## src/design/pas_pkg.sv

```systemverilog
// shared types, constants and helper functions of the particle attractor step core
`default_nettype none

package pas_pkg;

  localparam int DT_W    = 17;
  localparam int COORD_W = 32;
  localparam int MASS_W  = 19;
  localparam int KDT_W   = 39;
  localparam int WORD_W  = 64;

  localparam logic [MASS_W-1:0] MASS_RESET = 19'd65536;
  localparam logic [KDT_W-1:0]  PULL_CAP   = {1'b1, 38'b0};

  typedef struct packed {
    logic [DT_W-1:0]           time_step;
    logic signed [COORD_W-1:0] target_x;
    logic signed [COORD_W-1:0] target_y;
    logic signed [COORD_W-1:0] target_z;
  } item_t;

  typedef struct packed {
    logic signed [COORD_W-1:0] pos_x;
    logic signed [COORD_W-1:0] pos_y;
    logic signed [COORD_W-1:0] pos_z;
  } result_t;

  typedef logic [4:0] op_t;

  localparam op_t OP_NONE     = 5'd0;
  localparam op_t OP_LOAD     = 5'd1;
  localparam op_t OP_DIFF     = 5'd2;
  localparam op_t OP_NPREP_D  = 5'd3;
  localparam op_t OP_NPREP_V  = 5'd4;
  localparam op_t OP_NSHIFT   = 5'd5;
  localparam op_t OP_SQ_MUL   = 5'd6;
  localparam op_t OP_SQ_ACC   = 5'd7;
  localparam op_t OP_SQRT     = 5'd8;
  localparam op_t OP_DIST_SET = 5'd9;
  localparam op_t OP_NV_SET   = 5'd10;
  localparam op_t OP_UDIV     = 5'd11;
  localparam op_t OP_USET     = 5'd12;
  localparam op_t OP_T1DIV    = 5'd13;
  localparam op_t OP_KDIV     = 5'd14;
  localparam op_t OP_KDTMUL   = 5'd15;
  localparam op_t OP_KDTSET   = 5'd16;
  localparam op_t OP_PULLMUL  = 5'd17;
  localparam op_t OP_VSET     = 5'd18;
  localparam op_t OP_CLMUL    = 5'd19;
  localparam op_t OP_CLDIV    = 5'd20;
  localparam op_t OP_CLSET    = 5'd21;
  localparam op_t OP_VSTORE   = 5'd22;
  localparam op_t OP_SPMUL    = 5'd23;
  localparam op_t OP_SPSET    = 5'd24;
  localparam op_t OP_SPDMUL   = 5'd25;
  localparam op_t OP_SPDSET   = 5'd26;
  localparam op_t OP_POSMUL   = 5'd27;
  localparam op_t OP_POSSET   = 5'd28;
  localparam op_t OP_OUTLOAD  = 5'd29;

  typedef logic [1:0] kind_t;

  localparam kind_t K_MUL  = 2'd0;
  localparam kind_t K_DIV  = 2'd1;
  localparam kind_t K_SQRT = 2'd2;

  typedef struct packed {
    op_t        op;
    logic [1:0] idx;
  } cmd_t;

  typedef struct packed {
    logic arith_done;
    logic shift_done;
    logic far;
    logic clamp;
  } status_t;

  typedef struct packed {
    logic              start;
    kind_t             kind;
    logic [WORD_W-1:0] a;
    logic [WORD_W-1:0] b;
  } arith_cmd_t;

  function automatic logic [WORD_W-1:0] mag64(input logic [WORD_W-1:0] a);
    return a[WORD_W-1] ? (64'd0 - a) : a;
  endfunction

  function automatic logic [WORD_W-1:0] with_sign64(input logic [WORD_W-1:0] m,
                                                    input logic neg);
    return neg ? (64'd0 - m) : m;
  endfunction

  function automatic logic [WORD_W-1:0] sext32(input logic [COORD_W-1:0] x);
    return {{32{x[31]}}, x};
  endfunction

  function automatic logic [COORD_W-1:0] sat32(input logic [WORD_W-1:0] v);
    logic [COORD_W-1:0] r;
    if (!v[63] && (v[62:31] != '0)) begin
      r = 32'h7fff_ffff;
    end else if (v[63] && (v[62:31] != '1)) begin
      r = 32'h8000_0000;
    end else begin
      r = v[31:0];
    end
    return r;
  endfunction

endpackage

`default_nettype wire

```

## src/design/pas_ctrl.sv

```systemverilog
// controller: sequences one particle update over the datapath and the shared unit
`default_nettype none

module pas_ctrl import pas_pkg::*; (
  input  logic    clk,
  input  logic    rst,
  input  logic    item_valid,
  output logic    item_stall,
  output logic    result_valid,
  input  logic    result_stall,
  input  status_t status,
  output cmd_t    cmd
);

  localparam logic [4:0] S_IDLE   = 5'd0;
  localparam logic [4:0] S_DIFF   = 5'd1;
  localparam logic [4:0] S_NPREP  = 5'd2;
  localparam logic [4:0] S_NSHIFT = 5'd3;
  localparam logic [4:0] S_SQ     = 5'd4;
  localparam logic [4:0] S_SQW    = 5'd5;
  localparam logic [4:0] S_SQRT   = 5'd6;
  localparam logic [4:0] S_SQRTW  = 5'd7;
  localparam logic [4:0] S_NEAR   = 5'd8;
  localparam logic [4:0] S_UDIV   = 5'd9;
  localparam logic [4:0] S_UDIVW  = 5'd10;
  localparam logic [4:0] S_T1     = 5'd11;
  localparam logic [4:0] S_T1W    = 5'd12;
  localparam logic [4:0] S_K      = 5'd13;
  localparam logic [4:0] S_KW     = 5'd14;
  localparam logic [4:0] S_KDT    = 5'd15;
  localparam logic [4:0] S_KDTW   = 5'd16;
  localparam logic [4:0] S_PULL   = 5'd17;
  localparam logic [4:0] S_PULLW  = 5'd18;
  localparam logic [4:0] S_CLCHK  = 5'd19;
  localparam logic [4:0] S_CLMUL  = 5'd20;
  localparam logic [4:0] S_CLMW   = 5'd21;
  localparam logic [4:0] S_CLDIV  = 5'd22;
  localparam logic [4:0] S_CLDW   = 5'd23;
  localparam logic [4:0] S_VSTORE = 5'd24;
  localparam logic [4:0] S_SPMUL  = 5'd25;
  localparam logic [4:0] S_SPW    = 5'd26;
  localparam logic [4:0] S_SPD    = 5'd27;
  localparam logic [4:0] S_SPDW   = 5'd28;
  localparam logic [4:0] S_POS    = 5'd29;
  localparam logic [4:0] S_POSW   = 5'd30;
  localparam logic [4:0] S_OUT    = 5'd31;

  logic [4:0] state;
  logic [4:0] state_next;
  logic [1:0] idx;
  logic [1:0] idx_next;
  logic       nsel;
  logic       nsel_next;
  logic       out_load;

  assign item_stall = (state != S_IDLE);
  assign out_load   = (cmd.op == OP_OUTLOAD);

  always_comb begin
    state_next = state;
    idx_next   = idx;
    nsel_next  = nsel;
    cmd.op     = OP_NONE;
    cmd.idx    = idx;
    unique case (state)
      S_IDLE: begin
        if (item_valid) begin
          cmd.op     = OP_LOAD;
          nsel_next  = 1'b0;
          state_next = S_DIFF;
        end
      end
      S_DIFF: begin
        cmd.op     = OP_DIFF;
        state_next = S_NPREP;
      end
      S_NPREP: begin
        cmd.op     = nsel ? OP_NPREP_V : OP_NPREP_D;
        state_next = S_NSHIFT;
      end
      S_NSHIFT: begin
        if (status.shift_done) begin
          idx_next   = 2'd0;
          state_next = S_SQ;
        end else begin
          cmd.op = OP_NSHIFT;
        end
      end
      S_SQ: begin
        cmd.op     = OP_SQ_MUL;
        state_next = S_SQW;
      end
      S_SQW: begin
        if (status.arith_done) begin
          cmd.op = OP_SQ_ACC;
          if (idx == 2'd2) begin
            state_next = S_SQRT;
          end else begin
            idx_next   = idx + 2'd1;
            state_next = S_SQ;
          end
        end
      end
      S_SQRT: begin
        cmd.op     = OP_SQRT;
        state_next = S_SQRTW;
      end
      S_SQRTW: begin
        if (status.arith_done) begin
          cmd.op     = nsel ? OP_NV_SET : OP_DIST_SET;
          state_next = nsel ? S_CLCHK : S_NEAR;
        end
      end
      S_NEAR: begin
        idx_next   = 2'd0;
        state_next = status.far ? S_UDIV : S_POS;
      end
      S_UDIV: begin
        cmd.op     = OP_UDIV;
        state_next = S_UDIVW;
      end
      S_UDIVW: begin
        if (status.arith_done) begin
          cmd.op = OP_USET;
          if (idx == 2'd2) begin
            state_next = S_T1;
          end else begin
            idx_next   = idx + 2'd1;
            state_next = S_UDIV;
          end
        end
      end
      S_T1: begin
        cmd.op     = OP_T1DIV;
        state_next = S_T1W;
      end
      S_T1W: begin
        if (status.arith_done) state_next = S_K;
      end
      S_K: begin
        cmd.op     = OP_KDIV;
        state_next = S_KW;
      end
      S_KW: begin
        if (status.arith_done) state_next = S_KDT;
      end
      S_KDT: begin
        cmd.op     = OP_KDTMUL;
        state_next = S_KDTW;
      end
      S_KDTW: begin
        if (status.arith_done) begin
          cmd.op     = OP_KDTSET;
          idx_next   = 2'd0;
          state_next = S_PULL;
        end
      end
      S_PULL: begin
        cmd.op     = OP_PULLMUL;
        state_next = S_PULLW;
      end
      S_PULLW: begin
        if (status.arith_done) begin
          cmd.op = OP_VSET;
          if (idx == 2'd2) begin
            nsel_next  = 1'b1;
            state_next = S_NPREP;
          end else begin
            idx_next   = idx + 2'd1;
            state_next = S_PULL;
          end
        end
      end
      S_CLCHK: begin
        idx_next   = 2'd0;
        state_next = status.clamp ? S_CLMUL : S_VSTORE;
      end
      S_CLMUL: begin
        cmd.op     = OP_CLMUL;
        state_next = S_CLMW;
      end
      S_CLMW: begin
        if (status.arith_done) state_next = S_CLDIV;
      end
      S_CLDIV: begin
        cmd.op     = OP_CLDIV;
        state_next = S_CLDW;
      end
      S_CLDW: begin
        if (status.arith_done) begin
          cmd.op = OP_CLSET;
          if (idx == 2'd2) begin
            state_next = S_VSTORE;
          end else begin
            idx_next   = idx + 2'd1;
            state_next = S_CLMUL;
          end
        end
      end
      S_VSTORE: begin
        cmd.op     = OP_VSTORE;
        state_next = S_SPMUL;
      end
      S_SPMUL: begin
        cmd.op     = OP_SPMUL;
        state_next = S_SPW;
      end
      S_SPW: begin
        if (status.arith_done) begin
          cmd.op     = OP_SPSET;
          idx_next   = 2'd0;
          state_next = S_SPD;
        end
      end
      S_SPD: begin
        cmd.op     = OP_SPDMUL;
        state_next = S_SPDW;
      end
      S_SPDW: begin
        if (status.arith_done) begin
          cmd.op = OP_SPDSET;
          if (idx == 2'd2) begin
            idx_next   = 2'd0;
            state_next = S_POS;
          end else begin
            idx_next   = idx + 2'd1;
            state_next = S_SPD;
          end
        end
      end
      S_POS: begin
        cmd.op     = OP_POSMUL;
        state_next = S_POSW;
      end
      S_POSW: begin
        if (status.arith_done) begin
          cmd.op = OP_POSSET;
          if (idx == 2'd2) begin
            state_next = S_OUT;
          end else begin
            idx_next   = idx + 2'd1;
            state_next = S_POS;
          end
        end
      end
      S_OUT: begin
        if (!result_valid || !result_stall) begin
          cmd.op     = OP_OUTLOAD;
          state_next = S_IDLE;
        end
      end
      default: begin
        state_next = S_IDLE;
      end
    endcase
  end

  always_ff @(posedge clk) begin
    if (rst) begin
      state        <= S_IDLE;
      idx          <= 2'd0;
      nsel         <= 1'b0;
      result_valid <= 1'b0;
    end else begin
      state <= state_next;
      idx   <= idx_next;
      nsel  <= nsel_next;
      if (out_load) begin
        result_valid <= 1'b1;
      end else if (result_valid && !result_stall) begin
        result_valid <= 1'b0;
      end
    end
  end

endmodule

`default_nettype wire

```

## config.mk

```make
export PLATFORM = sky130hd
export DESIGN_NAME = pas_ctrl
export DESIGN_NICKNAME = d
export VERILOG_FILES = /design/src/design/pas_pkg.sv /design/src/design/pas_ctrl.sv
export SDC_FILE = /design/constraint.sdc
export NUM_CORES = 1
export LEC_CHECK = 0
export ABC_AREA = 1
export BUFFER_PORTS_ARGS = -buffer_cell sky130_fd_sc_hd__buf_2
export CORE_MARGIN = 4
export CORE_UTILIZATION = 45
export DETAILED_ROUTE_END_ITERATION = 8
export PLACE_DENSITY = 0.73
export REMOVE_ABC_BUFFERS = 1
export SETUP_SLACK_MARGIN = 0.3
export SYNTH_ARGS = -nofsm -noshare
export SYNTH_HDL_FRONTEND = slang
export SYNTH_SLANG_ARGS = --single-unit
```

## constraint.sdc

```tcl
create_clock -name clk -period 3.4 [get_ports clk]
set_clock_uncertainty 0.1 [all_clocks]
set_input_delay 0.34 -clock clk [delete_from_list [all_inputs] [get_ports clk]]
set_output_delay 0.34 -clock clk [all_outputs]
set_load 0.03 [all_outputs]
```

# Yosys cells after proc, flatten, opt, wreduce, memory -nomap -nowiden
# Index checks and enable logic that the tools add are counted.
# classes
n_addsub,1
eq_ne,52
muxes,53
reduce_logical,15
# op_table
operator,n
$pmux 5 s32,1
$pmux 5 s27,1
$mux 5,25
$eq 5x5->1 const B,17
$eq 5x4->1 const B,8
$ne 2x2->1 const B,17
$eq 5x3->1 const B,4
$mux 2,10
$mux 4,4
$reduce_and 15->1,1
$mux 3,4
$eq 5x2->1 const B,2
$pmux 2 s5,1
$reduce_bool 5->1,2
$mux 1,6
$reduce_and 6->1,1
$eq 5x1->1 const B,1
$logic_not 5->1,1
$reduce_or 5->1,1
$ne 2x1->1 const B,2
$reduce_and 4->1,1
$reduce_bool 2->1,2
$reduce_or 2->1,2
$add 2x1->2 const B,1
5 further kinds,6
# word_totals
ff_bits,9
input_bits,8
elab_cells,125

# Logic depth before layout (Yosys ltp)
# depth
depth_word,6
mapped_depth,12
mapped_depth_nobuf,11

# Worst setup path after synthesis
# No wires, ideal clock.
# synth_path
kind,input to output
from,input status[3] (netlist bit)
to,output cmd[5] (netlist bit)
arrival_ns,1.520
slack_ns,1.440
path_stages,6
path_buffers,2
path_cell_list,inv_2 buf_2 clkbuf_1 o21ai_0 nor3_1 nand4_1
# synth_lines
element,line_no,text
"start, declared",pas_ctrl.sv:11,"input status_t status,"
"end, declared",pas_ctrl.sv:12,output cmd_t cmd

==> impl_metrics.env <==
export IMPL_hold_viol=0
export IMPL_vdd_drop_max_uv=583
export IMPL_grt_most_used_layer="met2"
export IMPL_synth_area_um2=1470
export IMPL_use_met1_pct=35.6
export IMPL_cts_tree="yes"
export IMPL_crit_required_ps=2960
export IMPL_grt_start_max_net_pins=23
export IMPL_slew_violations=0
export IMPL_yosysTopAreaCell="nand2_1"
export IMPL_die_h_um=65.2
export IMPL_p_leak_nw=0.854
export IMPL_crit_path_start_kind="flip-flop"
export IMPL_die_area_um2=4250
export IMPL_post_place_ws_ps=988
export IMPL_pin_count=17
export IMPL_fin_crit_ps=2790
export IMPL_post_cts_buffers=0
export IMPL_num_antenna_cells=0
export IMPL_cts_buffers=3
export IMPL_synth_area_leaders="nand2_1 (19%), nor2_1 (13%), dfxtp_1 (12%)"
export IMPL_gp_congestion=0.961
export IMPL_multi_input_area_um2=1130
export IMPL_grt_pass1_wl_mm=8.96
export IMPL_clkLatencyLatePin_ps=270
export IMPL_postRouteAntennaNets=0
export IMPL_ff_latch_area_um2=180
export IMPL_area_growth_pct=7.56
export IMPL_syn_instance_count=271
export IMPL_io_buffers=16
export IMPL_start_util_pct=47.5
export IMPL_setup_violations=0
export IMPL_synth_top_area_share_pct=18.8
export IMPL_root_buffer="clkbuf_4"
export IMPL_synth_warnings=0
export IMPL_num_rows=20
export IMPL_worstPathArrival_ps=2350
export IMPL_overflow=0
export IMPL_grt_pass1_vias=1776
export IMPL_use_met2_pct=43.4
export IMPL_critPathKind="reg -> out"
export IMPL_htreeDepth=1
export IMPL_avgSynthCellArea_um2=5.44
export IMPL_hp_class="in -> reg"
export IMPL_synth_seq_area_share_pct=12.2
export IMPL_slowest_stage="dfxtp_1"
export IMPL_clock_sinks=9
export IMPL_die_w_um=65.2
export IMPL_cts_clk_slew_worst_paths_ps=80
export IMPL_worstMarginPinSlew_ps=564
export IMPL_drt_iter0_drc=214
export IMPL_core_area_um2=3100
export IMPL_drt_first_pass_iters=6
export IMPL_vias=1885
export IMPL_track_usage_pct=26.9
export IMPL_worst_path_max_fanout=12
export IMPL_ys_types=28
export IMPL_drv_cap=0
export IMPL_fin_nets=294
export IMPL_cts_hold_buf=0
export IMPL_cts_buffer_depth=2
export IMPL_slew_headroom_pct=62.3
export IMPL_fmax_ghz=0.359
export IMPL_finalCritPeriodShare_pct=81.9
export IMPL_power_density_nw_per_um2=974
export IMPL_layout_setup_ws_ps=615
export IMPL_wl_mm=5.30
export IMPL_antenna_found_initial=0
export IMPL_crit_chain="inv_1 -> nor2_1 -> nand2_1 -> o21ai_0 -> nor3_1 -> nand4_1 -> buf_2"
export IMPL_fillers=356
export IMPL_final_layout_size_suffix_gt1_share_pct=17.4
export IMPL_dpl_hpwl_mm=4.16
export IMPL_drc=0
export IMPL_rsz0062_at_grt="no"
export IMPL_slowest_delay_ps=650
export IMPL_ys_ff_latch=9
export IMPL_setup_tns_final_ps=0
export IMPL_cts_resized_gates=0
export IMPL_status="finished, final reports clean"
export IMPL_wl_per_cell_um=16.3
export IMPL_endpoint_kind="output port"
export IMPL_grt_met3_usage_pct=6.15
export IMPL_vias_per_cell=5.78
## registers in the layout, summed over array words and instances (netlist names)
name          flops
result_valid      1
state             5
idx               2
nsel              1
## kinds of logic (layout without fill, tap and decap cells)
kind of cell,after synthesis,count (layout),synth area share [%]
AND/OR/NAND/NOR,196,196,63.8
flip-flops,9,9,12.2
adder cells (fa/ha/maj),3,3,2.55
AO/OA/AOI/OAI,26,26,10.4
buffers and inverters,37,48,11.0
## Yosys cell counts, drive strengths merged
master	n
nor3	5
nand4	13
nor4b	1
dfxtp	9
nand2	79
nor4	2
ha	3
a221oi	1
o211ai	7
a21oi	4
nand3	36
o21ai	13
buf	9
clkbuf	1
nor2	59
inv	27
a211oi	1
nand3b	1
## layout make-up
class / instances / area share, %
sequential: 9 / 11.4
clock buffer: 4 / 1.66
tap: 44 / 3.47
multi-input combinational: 225 / 71.4
timing repair buffer: 17 / 5.52
inverter: 27 / 6.55
## worst max-delay path, delay by kind of cell, from the launching register on
kind,cells,cell delay (ps)
buffers and inverters,2,370
AND/OR/NAND/NOR,4,880
flip-flops,1,650
AO/OA/AOI/OAI,1,190
## placed cells by master (no fill, tap or decap), types with 7 or more instances in the layout
cell type and count:
inv_1 20, nand2_1 74, dfxtp_1 9, nor2_1 51, o211ai_1 7, nand3_1 27, o21ai_0 12, nand3_2 9
buf_2 16, nand4_1 13
## worst paths after layout
kind                              startpoint      endpoint  slack [ps]  cells past startpoint
worst max-delay path                state[3]        cmd[5]         610                      7
worst min-delay path                     rst  result_valid         170                      2
worst max register to register      state[3]      state[4]        1140                      8
worst min register to register  result_valid  result_valid         410                      2
## per-layer routing
metal  up-vias  part of all wire (%)
met1       815                    42
met2       130                    45
li1        922                     -
met3        18                    11
met4         0                   3.1
met5         -                     0
## where the power goes
part	switching, W	total [W]	leakage, nW	internal [W]
sequential	0.000104	0.000251	0.0739	0.000147
clock	0.0000451	0.0000904	0.0150	0.0000454
combinational	0.000859	0.00120	0.765	0.000343
## stage by stage
stage               std cells  cell area (um2)  hold slack (ps)  util [%]  total power [W]
finish                    326             1590              174      51.1          0.00154
global route              326             1590              176      51.1          0.00170
CTS                       326             1590              173      51.1          0.00152
detailed placement        322             1560              400      50.2          0.00143
global placement          322             1560              396      50.2          0.00144
floorplan                 261             1420              309         -          0.00111
Note: power is estimated with default switching activity, not from simulation.
